**src/hw/rtl/smf_pkg.sv**
```systemverilog
`default_nettype none

package smf_pkg;

    // Default sizing of the table and of the occurrence counters.
    localparam int TABLE_DEPTH_DEF = 256;
    localparam int COUNT_WIDTH_DEF = 16;

    // Fixed field widths of the sample and result ports.
    localparam int VALUE_W      = 32;
    localparam int MODE_COUNT_W = 16;

    // Control bits of a token as it travels down the chain of cells.
    typedef struct packed {
        logic valid;    // A sample occupies this slot of the chain.
        logic last;     // The sample closes its set.
        logic hit;      // The sample was counted or entered by an earlier cell.
        logic have;     // The running best below holds a real entry.
    } token_t;

endpackage

`default_nettype wire

```
**src/hw/rtl/smf_cell.sv**
```systemverilog
`default_nettype none

module smf_cell #(
    parameter int COUNT_WIDTH = smf_pkg::COUNT_WIDTH_DEF
) (
    input  wire                                 clk,
    input  wire                                 rst_n,
    input  wire smf_pkg::token_t                tok_in,
    input  wire logic signed [smf_pkg::VALUE_W-1:0] value_in,
    input  wire logic signed [smf_pkg::VALUE_W-1:0] best_val_in,
    input  wire logic [COUNT_WIDTH-1:0]         best_cnt_in,
    output smf_pkg::token_t                     tok_out,
    output logic signed [smf_pkg::VALUE_W-1:0]  value_out,
    output logic signed [smf_pkg::VALUE_W-1:0]  best_val_out,
    output logic [COUNT_WIDTH-1:0]              best_cnt_out
);

    localparam logic [COUNT_WIDTH-1:0] CNT_MAX = {COUNT_WIDTH{1'b1}};
    localparam logic [COUNT_WIDTH-1:0] CNT_ONE = COUNT_WIDTH'(1);

    // Entry held by this cell.
    logic                               used_reg, used_next;
    logic signed [smf_pkg::VALUE_W-1:0] entry_val_reg, entry_val_next;
    logic [COUNT_WIDTH-1:0]             entry_cnt_reg, entry_cnt_next;

    // Token handed on to the next cell.
    smf_pkg::token_t                    tok_reg, tok_next;
    logic signed [smf_pkg::VALUE_W-1:0] value_reg, value_next;
    logic signed [smf_pkg::VALUE_W-1:0] best_val_reg, best_val_next;
    logic [COUNT_WIDTH-1:0]             best_cnt_reg, best_cnt_next;

    logic                               match;
    logic                               claim;
    logic                               used_upd;
    logic signed [smf_pkg::VALUE_W-1:0] val_upd;
    logic [COUNT_WIDTH-1:0]             cnt_upd;
    logic                               take;

    // Count the sample here on a match, or enter it into an empty cell.
    always_comb
    begin
        match    = tok_in.valid && !tok_in.hit && used_reg && (value_in == entry_val_reg);
        claim    = tok_in.valid && !tok_in.hit && !used_reg;
        used_upd = used_reg || claim;
        val_upd  = claim ? value_in : entry_val_reg;
        if (claim)
        begin
            cnt_upd = CNT_ONE;
        end
        else if (match && (entry_cnt_reg != CNT_MAX))
        begin
            cnt_upd = entry_cnt_reg + CNT_ONE;
        end
        else
        begin
            cnt_upd = entry_cnt_reg;
        end
    end

    // Each sample folds this entry into its running best; ties go to the smaller value.
    always_comb
    begin
        take = used_upd && (!tok_in.have || (cnt_upd > best_cnt_in) ||
               ((cnt_upd == best_cnt_in) && (val_upd < best_val_in)));

        tok_next.valid = tok_in.valid;
        tok_next.last  = tok_in.last;
        tok_next.hit   = tok_in.hit || match || claim;
        tok_next.have  = tok_in.have || take;
        value_next     = value_in;
        best_val_next  = take ? val_upd : best_val_in;
        best_cnt_next  = take ? cnt_upd : best_cnt_in;

        entry_val_next = val_upd;
        entry_cnt_next = cnt_upd;
        if (tok_in.valid && tok_in.last)
        begin
            // The set is closed: free the cell for the next set.
            used_next = 1'b0;
        end
        else
        begin
            used_next = used_upd;
        end
    end

    // Control registers.
    always_ff @(posedge clk or negedge rst_n)
    begin
        if (!rst_n)
        begin
            used_reg <= 1'b0;
            tok_reg  <= '0;
        end
        else
        begin
            used_reg <= used_next;
            tok_reg  <= tok_next;
        end
    end

    // Payload registers.
    always_ff @(posedge clk)
    begin
        entry_val_reg <= entry_val_next;
        entry_cnt_reg <= entry_cnt_next;
        value_reg     <= value_next;
        best_val_reg  <= best_val_next;
        best_cnt_reg  <= best_cnt_next;
    end

    assign tok_out      = tok_reg;
    assign value_out    = value_reg;
    assign best_val_out = best_val_reg;
    assign best_cnt_out = best_cnt_reg;

endmodule

`default_nettype wire

```
**config.mk**
```make
export PLATFORM = sky130hd
export DESIGN_NAME = smf_cell
export DESIGN_NICKNAME = d
export VERILOG_FILES = /design/src/hw/rtl/smf_pkg.sv /design/src/hw/rtl/smf_cell.sv
export SDC_FILE = /design/constraint.sdc
export NUM_CORES = 1
export LEC_CHECK = 0
export BUFFER_PORTS_ARGS = -buffer_cell sky130_fd_sc_hd__clkbuf_2
export CAP_MARGIN = 0
export CORE_MARGIN = 2
export CORE_UTILIZATION = 38
export CTS_BUF_LIST = sky130_fd_sc_hd__clkbuf_8
export DETAILED_ROUTE_END_ITERATION = 16
export SLEW_MARGIN = 0
export SYNTH_ARGS = -nofsm -noshare
export SYNTH_HDL_FRONTEND = slang
export SYNTH_SLANG_ARGS = --single-unit
```
**constraint.sdc**
```tcl
create_clock -name clk -period 4.8 [get_ports clk]
set_input_delay 0.96 -clock clk [delete_from_list [all_inputs] [get_ports clk]]
set_output_delay 0.96 -clock clk [all_outputs]
set_load 0.01 [all_outputs]
```
==> qor.txt, run 1 <==
Ports: 170
Inst Count DP: 959
H-Tree Depth: 4
Chip width: 127 um
CP top delay family: simple AND/OR/NAND/NOR gates
Pwr dens: 374 mW/mm^2
Largest net degree at the start of global routing: 37
Fin area: 0.00750 mm^2
Initial Utilization: 39.2%
# setup viols final: 0
RSZ-0062 raised after global routing: false
Post-route minimum period: 4.62 ns
Die Footprint: 0.0161 mm^2
Clock Latency Late Sink: 0.46 ns
Number of synthesized flops with an enable pin: 0
CP required: 5.15 ns
Final period util: 96.2%
Post-CTS setup buffer count: 0
Syn-to-layout area delta: 30.6%
CTS Buffer Depth: 2
Height of the die: 127 um
Cell area after synthesis: 0.00574 mm^2
Port Buffer Count: 169
Slew Limit Fails: 0
Worst path max stage delay: 0.43 ns
Most used cell along the critical path: nand4_1
CTS buffer count: 17
Synth top area cells: dfxtp_1 45%, ha_1 10%, nand2_1 7.0%, mux2_2 5.9%, xnor2_1 4.9%
Clock sink count: 133
Total number of vias: 4741
Vias per cell: 4.78
Synth async-reset ratio: 3.76%
Clock transition at path regs: 0.07 ns
Commonest cells post-synth: 128 x dfxtp_1, 107 x nand2_1, 48 x ha_1, 48 x inv_1, 32 x xnor2_1
Syn Area/Cell: 9.79 um^2
Total chip power: 2.81 mW
Mapped Cells: 587
DRC viols: 0
CTS tree: done
Leak: 3.75 nW
Area leader, netlist: dfxtp_1
Max Fclk: 217 MHz
Hold-fix buffers, CTS: 0
Worst Skew: 0.0142 ns
Yosys warnings: 0
Total track usage: 19.3%
Global route total overflow: 0
Core area: 0.0146 mm^2
Worst Hold Class: in2async
Most common cell in the synthesized netlist: dfxtp_1
Vias in the first global route: 4957
Sequential-to-total area share from yosys stat: 46.8%
Initial antenna violation count: 0
Synth top area share: 44.6%
Synth Flop Type: dfxtp_1
VDD IR-drop max: 0.183 mV
Hold Violations, Final: 0
Number of synthesized register bits: 133
CP Buf/Inv Count: 3
Final ANT Viol Nets: 0
CTS resizes: 0
Diode count: 0
DP Area: 0.00706 mm^2
Slowest stage cell on the critical path: or4_1
Synth Net Count: 721
Post-synthesis cell type count: 54
Initial drt markers: 151
Row count: 44
Critical path class: in2reg
Share of layout cells above drive strength 1: 34.8%
First-pass GRT wire length: 24.1 mm
Initial DRT Pass Iterations: 4
WL final: 14.9 mm
Routed WL per cell: 15.0 um
Worst slew pin tran: 0.576 ns
Layout Cells excl Fill: 991
Placed wire-length estimate: 11.8 mm
CP cell instances: clkbuf_2 -> xnor2_1 -> nand4_1 -> nor4_4 -> o2111ai_4 -> buf_4 -> or4_1 -> a21oi_2 -> ha_1 -> nand4_1 -> nor2_1 -> o2111ai_1 -> or3_1 -> a31oi_1 -> nor3_4 -> buf_12 -> mux2_1
GPL Wtd Cong: 0.844
Slew headroom: 61.2%
Worst setup SP type: primary input
Crit. End Element: flop
Final nets: 928
Worst EP arrival: 4.96 ns
Outcome: complete, no violations
Crit path max fanout: 18
Root Driver: clkbuf_8
Max-Cap Viols: 0
worst reg2reg max path: stages, from the launching register on:
cell	delay (ns)
dfxtp_1	0.32
xnor2_1	0.24
nand4_1	0.20
nor4_4	0.39
o2111ai_4	0.21
buf_4	0.23
or4_1	0.43
a21oi_2	0.21
ha_1	0.17
nand4_1	0.09
nor2_1	0.21
o2111ai_1	0.18
or3_1	0.40
a31oi_1	0.25
nor3_4	0.13
buf_12	0.18
mux2_1	0.33
placed cells by master, fill, tap and decap left out, drive strengths merged, types with 2 or more instances in the layout:
master / Yosys / layout
and3: 4 / 4
nor2b: 3 / 3
a21oi: 23 / 23
or4: 3 / 3
o21ai: 14 / 14
nand2b: 2 / 2
mux2: 48 / 48
clkinv: 0 / 4
clkinvlp: 0 / 2
o31ai: 3 / 3
dfxtp: 128 / 128
clkbuf: 7 / 187
bufinv: 0 / 3
or3: 12 / 12
nand4: 17 / 17
buf: 10 / 36
and2: 2 / 2
dfrtp: 5 / 5
inv: 48 / 53
a211o: 3 / 3
a21o: 4 / 4
nor2: 16 / 16
nor3: 4 / 4
nor4: 2 / 2
xnor2: 32 / 32
o2111ai: 2 / 2
o211ai: 5 / 5
nand3: 17 / 17
mux2i: 2 / 2
ha: 48 / 48
nand2: 108 / 108
a31oi: 3 / 3
layout make-up:
| type | count | area [um^2] |
|---|---|---|
| Clock buffer | 18 | 248 |
| Clock inverter | 14 | 173 |
| Fill cell | 1376 | 7140 |
| Inverter | 48 | 180 |
| Multi-Input combinational cell | 389 | 2810 |
| Sequential cell | 133 | 2690 |
| Tap cell | 184 | 230 |
| Timing Repair Buffer | 205 | 1180 |
report_power, final:
group / internal, mW / switching (mW)
Clock: 0.533 / 0.468
Sequential: 1.22 / 0.0528
Combinational: 0.250 / 0.286
Total: 2.00 / 0.806
final timing paths:
kind                                                start                         to  slack [ns]  cells after the start
worst max-delay path                          value_in[4]   best_cnt_out[12]$_DFF_P_        0.18                     17
worst min-delay path                                rst_n       tok_out[1]$_DFF_PN0_        0.30                      1
max in group asynchronous                           rst_n       tok_out[3]$_DFF_PN0_        4.36                      1
worst max register to register   entry_val_reg[4]$_DFF_P_   best_cnt_out[12]$_DFF_P_        0.52                     16
worst min register to register  entry_val_reg[30]$_DFF_P_  entry_val_reg[30]$_DFF_P_        0.51                      2
min in group clk                entry_val_reg[30]$_DFF_P_  entry_val_reg[30]$_DFF_P_        0.51                      2
through the flow:
stage,hold WS [ns],utilization (%),TNS [ns],setup slack (ns)
2_1_floorplan,0.465,-,0,0.452
4_1_cts,0.272,51.1,0,0.127
6_report,0.302,51.2,0,0.184
3_3_place_gp,0.484,48.2,-10.10,-0.227
3_5_place_dp,0.489,48.2,-14.63,-0.334
5_1_grt,0.268,51.2,0,0.00801
kinds of logic after synthesis:
family,Yosys count,share of synthesized area [%]
AOI/OAI and AO/OA,64,7.04
xor gates and xnor gates,33,5.03
adders and majority gates,48,10.5
buffers and inverters,65,4.97
DFF,133,46.8
muxes,50,9.89
and+or+nand+nor,194,15.8
per-layer routing:
metal	wire (um)	track usage, %	vias to the layer above
li1	-	-	2414
met1	6800	24.0	2173
met2	6910	31.4	134
met3	948	6.33	20
met4	247	6.79	0
met5	0	0	-
No activity file was read; power rests on OpenSTA's default activity.
==> inputs of run 2 (changes only) <==
- SETUP_SLACK_MARGIN: unset -> 0.3
==> qor.txt, run 2 (synthesized netlist as in run 1, its figures left out) <==
Post-placement setup slack: -0.334 ns (unchanged)
Max Fclk: 226 MHz (was 217 MHz)
Fin area: 0.00783 mm^2 (was 0.00750 mm^2)
Outcome: complete, no violations (unchanged)
DRC viols: 0 (unchanged)
Die Footprint: 0.0161 mm^2 (unchanged)
Final ANT Viol Nets: 0 (unchanged)
Syn-to-layout area delta: 36.3% (was 30.6%)
H-Tree Depth: 4 (unchanged)
Vias per cell: 4.87 (was 4.78)
Row count: 44 (unchanged)
Crit. path cell count: 19 (was 17)
Chip width: 127 um (unchanged)
WL final: 15.7 mm (was 14.9 mm)
Layout Cells excl Fill: 1000 (was 991)
Worst Skew: 0.0140 ns (was 0.0142 ns)
Slew headroom: 53.9% (was 61.2%)
CTS buffer count: 17 (unchanged)
Clock sink count: 133 (unchanged)
DP Area: 0.00706 mm^2 (unchanged)
Post-route minimum period: 4.42 ns (was 4.62 ns)
Critical path class: in2reg (unchanged)
Hold Violations, Final: 0 (unchanged)
Crit. End Element: flop (unchanged)
Root Driver: clkbuf_8 (unchanged)
Worst setup path endpoint: best_val_out[30]$_DFF_P_ (was best_cnt_out[12]$_DFF_P_)
Most used cell along the critical path: buf_4 (was nand4_1)
# setup viols final: 0 (unchanged)
Pwr dens: 363 mW/mm^2 (was 374 mW/mm^2)
Inst Count DP: 959 (unchanged)
Share of layout cells above drive strength 1: 38.5% (was 34.8%)
CTS tree: done (unchanged)
Worst path max stage delay: 0.42 ns (was 0.43 ns)
FILL cells: 1329 (was 1376)
Most frequent cells in the layout: 169 x clkbuf_2, 128 x dfxtp_1, 106 x nand2_1 (was 169 x clkbuf_2, 128 x dfxtp_1, 107 x nand2_1)
Leading cell type in the layout, fill and taps excluded: clkbuf_2 (unchanged)
CTS Buffer Depth: 2 (unchanged)
Total track usage: 19.3% (about the same)
CP Buf/Inv Count: 5 (was 3)
Height of the die: 127 um (unchanged)
Core area: 0.0146 mm^2 (unchanged)
Final worst setup slack: 0.381 ns (was 0.184 ns)
Internal reg-to-reg setup slack: 0.56 ns (was 0.52 ns)
Largest net degree at the start of global routing: 37 (unchanged)
Worst EP arrival: 4.75 ns (was 4.96 ns)
Initial antenna violation count: 0 (unchanged)
Final period util: 92.1% (was 96.2%)
Total chip power: 2.84 mW (was 2.81 mW)
Post-route setup TNS: 0 ns (unchanged)
Reg2Reg Depth: 18 (was 16)
Final nets: 937 (was 928)
Leak: 3.86 nW (was 3.75 nW)
Initial drt markers: 199 (was 151)
Placed wire-length estimate: 11.8 mm (unchanged)
CP required: 5.14 ns (was 5.15 ns)
Vias in the first global route: 4966 (was 4957)
Clock transition at path regs: 0.08 ns (was 0.07 ns)
Diode count: 0 (unchanged)
CP cell instances: clkbuf_2 -> xnor2_1 -> nand3_1 -> nor4_4 -> buf_4 -> o2111ai_4 -> buf_8 -> or3_1 -> a21oi_1 -> ha_1 -> nand4_1 -> nor2_2 -> o2111ai_2 -> or3_4 -> a31oi_4 -> nor3_4 -> buf_12 -> buf_4 -> mux2_1 (was clkbuf_2 -> xnor2_1 -> nand4_1 -> nor4_4 -> o2111ai_4 -> buf_4 -> or4_1 -> a21oi_2 -> ha_1 -> nand4_1 -> nor2_1 -> o2111ai_1 -> or3_1 -> a31oi_1 -> nor3_4 -> buf_12 -> mux2_1)
Total number of vias: 4867 (was 4741)
RR Endpoint: best_val_out[23]$_DFF_P_ (was best_cnt_out[12]$_DFF_P_)
RSZ-0062 raised after global routing: true (was false)
VDD IR-drop max: 0.183 mV (about the same)
Routed WL per cell: 15.7 um (was 15.0 um)
Port Buffer Count: 169 (unchanged)
Critical path startpoint: value_in[7] (was value_in[4])
Max-Cap Viols: 0 (unchanged)
Slew Limit Fails: 0 (unchanged)
Initial Utilization: 39.2% (unchanged)
First-pass GRT wire length: 24.1 mm (about the same)
GPL Wtd Cong: 0.844 (unchanged)
Slowest stage cell on the critical path: or3_4 (was or4_1)
Global route total overflow: 0 (unchanged)
Ports: 170 (unchanged)
Worst setup SP type: primary input (unchanged)
Initial DRT Pass Iterations: 5 (was 4)
Worst Hold Class: in2async (unchanged)
Crit path max fanout: 5 (was 18)
CP top delay family: simple AND/OR/NAND/NOR gates (unchanged)
Worst slew pin tran: 0.681 ns (was 0.576 ns)
Clock Latency Late Sink: 0.46 ns (about the same)
R2R Path Start: entry_cnt_reg[3]$_DFF_P_ (was entry_val_reg[4]$_DFF_P_)
run 2: per-layer routing:
| layer | GRT usage, % | vias to the layer above | part of all wire, % |
|---|---|---|---|
| met4 | 6.79 | 0 | 1.8 |
| li1 | - | 2442 | - |
| met2 | 31.5 | 157 | 47 |
| met1 | 24.0 | 2242 | 45 |
| met5 | 0 | - | 0 |
| met3 | 6.33 | 26 | 5.9 |
run 2: how the worst min path moves through the flow:
stage                                         from                  endpoint  slack, ns  depth (start not counted)
after floorplan           entry_val_reg[0]$_DFF_P_  entry_val_reg[0]$_DFF_P_       0.47                          2
after global placement    entry_val_reg[1]$_DFF_P_  entry_val_reg[1]$_DFF_P_       0.48                          2
after detailed placement  entry_val_reg[0]$_DFF_P_  entry_val_reg[0]$_DFF_P_       0.49                          2
after CTS                                    rst_n      tok_out[2]$_DFF_PN0_       0.27                          1
after global routing                         rst_n      tok_out[2]$_DFF_PN0_       0.27                          1
final                                        rst_n      tok_out[2]$_DFF_PN0_       0.30                          1
run 2: final cells by class:
class / count / area (um^2) / area share [%]
clock buffers: 18 / 248 / 3.16
clock inverters: 14 / 173 / 2.21
inverters: 48 / 180 / 2.30
multi-input cells: 390 / 2990 / 38.3
flip-flops and latches: 133 / 2690 / 34.3
well taps: 184 / 230 / 2.94
repair buffers: 213 / 1320 / 16.8
run 2: what timing repair did:
action	CTS	global route
setup buffers	0	5
setup endpoints to repair	48	48
pin swaps	3	16
gates resized for setup	5	35
endpoints found under the hold margin	0	0
cloned	0	4
hold buffers	0	0
run 2: where the power goes:
| part | internal (mW) | switching (mW) |
|---|---|---|
| Combinational | 0.263 | 0.297 |
| Clock | 0.533 | 0.473 |
| Sequential | 1.22 | 0.0559 |
| Total | 2.02 | 0.826 |
run 2: metrics by stage:
step	hold slack [ns]	utilization, %
after global placement	0.484	48.2
after floorplan	0.465	-
after detailed placement	0.489	48.2
after global routing	0.268	53.5
after CTS	0.272	51.3
final	0.300	53.5
==> inputs of run 3 (changes only) <==
- CTS_BUF_LIST: sky130_fd_sc_hd__clkbuf_8 -> unset
- SLEW_MARGIN: 0 -> 20
==> qor.txt, run 3 (synthesized netlist as in run 1, its figures left out) <==
Outcome: complete, no violations (unchanged)
Chip width: 127 um (unchanged)
Slew Limit Fails: 0 (unchanged)
H-Tree Depth: 4 (unchanged)
Height of the die: 127 um (unchanged)
Hold-fix buffers, CTS: 0 (unchanged)
Max-Cap Viols: 0 (unchanged)
Logic pwr share: 18.0% (was 19.7%)
Slew headroom: 52.7% (was 53.9%)
Total number of vias: 4849 (was 4867)
Initial DRT Pass Iterations: 4 (was 5)
Routed WL per cell: 15.6 um (was 15.7 um)
Internal reg-to-reg setup slack: 0.57 ns (was 0.56 ns)
VDD IR-drop max: 0.249 mV (was 0.183 mV)
Worst Skew: 0.0108 ns (was 0.0140 ns)
Post-placement setup slack: -0.334 ns (unchanged)
Seq pwr share: 39.9% (was 44.9%)
Clock Latency Late Sink: 0.42 ns (was 0.46 ns)
Row count: 44 (unchanged)
Initial antenna violation count: 0 (unchanged)
Largest net degree at the start of global routing: 37 (unchanged)
Clock sink count: 133 (unchanged)
Fin Hold WS: 0.345 ns (was 0.300 ns)
Hold Violations, Final: 0 (unchanged)
R2R Path Start: entry_val_reg[20]$_DFF_P_ (was entry_cnt_reg[3]$_DFF_P_)
Final period util: 93.1% (was 92.1%)
WL final: 15.6 mm (was 15.7 mm)
Worst setup SP type: primary input (unchanged)
Initial drt markers: 189 (was 199)
CTS Buffer Depth: 2 (unchanged)
Clock share of power: 42.0% (was 35.4%)
Vias in the first global route: 5007 (was 4966)
Worst slew pin tran: 0.698 ns (was 0.681 ns)
Internal: 2.34 mW (was 2.02 mW)
Total chip power: 3.22 mW (was 2.84 mW)
Diode count: 0 (unchanged)
Root Driver: clkbuf_16 (was clkbuf_8)
Share of layout cells above drive strength 1: 39.3% (was 38.5%)
Pwr dens: 397 mW/mm^2 (was 363 mW/mm^2)
GPL Wtd Cong: 0.844 (unchanged)
Final ANT Viol Nets: 0 (unchanged)
CP required: 5.10 ns (was 5.14 ns)
DRC viols: 0 (unchanged)
Placed wire-length estimate: 11.8 mm (unchanged)
CTS tree: done (unchanged)
RR Endpoint: best_val_out[30]$_DFF_P_ (was best_val_out[23]$_DFF_P_)
Die Footprint: 0.0161 mm^2 (unchanged)
Vias per cell: 4.85 (was 4.87)
Sw frac: 27.3% (was 29.1%)
Global route total overflow: 0 (unchanged)
Port Buffer Count: 169 (unchanged)
Final nets: 936 (was 937)
Reg2Reg Depth: 17 (was 18)
Max Fclk: 224 MHz (was 226 MHz)
Syn-to-layout area delta: 41.1% (was 36.3%)
Leading cell type in the layout, fill and taps excluded: clkbuf_2 (unchanged)
DP Area: 0.00706 mm^2 (unchanged)
Crit. End Element: flop (unchanged)
Initial Utilization: 39.2% (unchanged)
Clock transition at path regs: 0.06 ns (was 0.08 ns)
First-pass GRT wire length: 24.3 mm (was 24.1 mm)
Inst Count DP: 959 (unchanged)
CTS buffer count: 17 (unchanged)
Core Util, Final: 55.3% (was 53.5%)
Leak: 4.02 nW (was 3.86 nW)
Post-route minimum period: 4.47 ns (was 4.42 ns)
Fin area: 0.00810 mm^2 (was 0.00783 mm^2)
NetSw: 0.877 mW (was 0.826 mW)
Post-route setup TNS: 0 ns (unchanged)
Total track usage: 19.4% (was 19.3%)
Final worst setup slack: 0.330 ns (was 0.381 ns)
# setup viols final: 0 (unchanged)
Worst Hold Class: in2async (unchanged)
Crit path max fanout: 5 (unchanged)
Layout Cells excl Fill: 999 (was 1000)
Ports: 170 (unchanged)
Core area: 0.0146 mm^2 (unchanged)
Critical path class: in2reg (unchanged)
Most frequent cells in the layout: 163 x clkbuf_2, 128 x dfxtp_1, 107 x nand2_1 (was 169 x clkbuf_2, 128 x dfxtp_1, 106 x nand2_1)
RSZ-0062 raised after global routing: true (unchanged)
Worst EP arrival: 4.77 ns (was 4.75 ns)
## run 3: cell types whose count changed in the layout (fill, tap and decap cells not counted), sizes merged
cell,before,now
buf,41,46
clkbuf,190,184
## run 3: how the worst max path moves through the flow
| stage | end | cells after the start | slack, ns | start |
|---|---|---|---|---|
| 6_report | best_val_out[30]$_DFF_P_ | 18 | 0.33 | value_in[6] |
| 3_3_place_gp | best_cnt_out[15]$_DFF_P_ | 17 | -0.23 | value_in[25] |
| 3_5_place_dp | best_cnt_out[3]$_DFF_P_ | 17 | -0.33 | value_in[25] |
| 2_1_floorplan | best_cnt_out[3]$_DFF_P_ | 17 | 0.45 | value_in[4] |
| 5_1_grt | best_val_out[23]$_DFF_P_ | 20 | 0.14 | value_in[20] |
| 4_1_cts | best_cnt_out[12]$_DFF_P_ | 17 | 0.30 | value_in[20] |
## run 3: what timing repair did
action	CTS	global route
cloned	0	4
gates resized for setup	8	59
endpoints found under the setup margin	48	48
buffers inserted	1	3
pin swaps	4	18
## run 3: routing by layer
metal	track usage (%)	part of all wire [%]	vias up
li1	-	-	2436
met1	24.3	45	2255
met2	31.8	48	146
met3	5.31	5.7	12
met4	7.37	1.3	0
met5	0	0	-
## run 3: power by group through the flow
| stage | clock, mW | combinational, mW | sequential [mW] |
|---|---|---|---|
| after global routing | 1.42 | 0.643 | 1.30 |
| after global placement | 0 | 0.528 | 1.30 |
| after floorplan | 0 | 0.287 | 1.32 |
| final | 1.35 | 0.580 | 1.28 |
| after detailed placement | 0 | 0.538 | 1.30 |
| after CTS | 1.37 | 0.548 | 1.28 |
## run 3: worst max-delay path: stages
cell and delay (ns):
buf_6 0.11, xnor2_2 0.15, nand4_1 0.16, nor4_4 0.42
o2111ai_4 0.25, clkbuf_16 0.22, or4_1 0.46, nand2_1 0.11
ha_1 0.16, nand4_1 0.11, nor2_2 0.20, o2111ai_2 0.17
or3_4 0.43, a31oi_4 0.17, nor3_4 0.07, buf_12 0.15
buf_4 0.14, mux2_1 0.31
## run 3: final cells by class
type	instances	area [um^2]
Clock inverter	14	173
Tap cell	184	230
Timing Repair Buffer	212	1350
Multi-Input combinational cell	390	3050
Fill cell	1285	6540
Sequential cell	133	2690
Inverter	48	180
Clock buffer	18	439
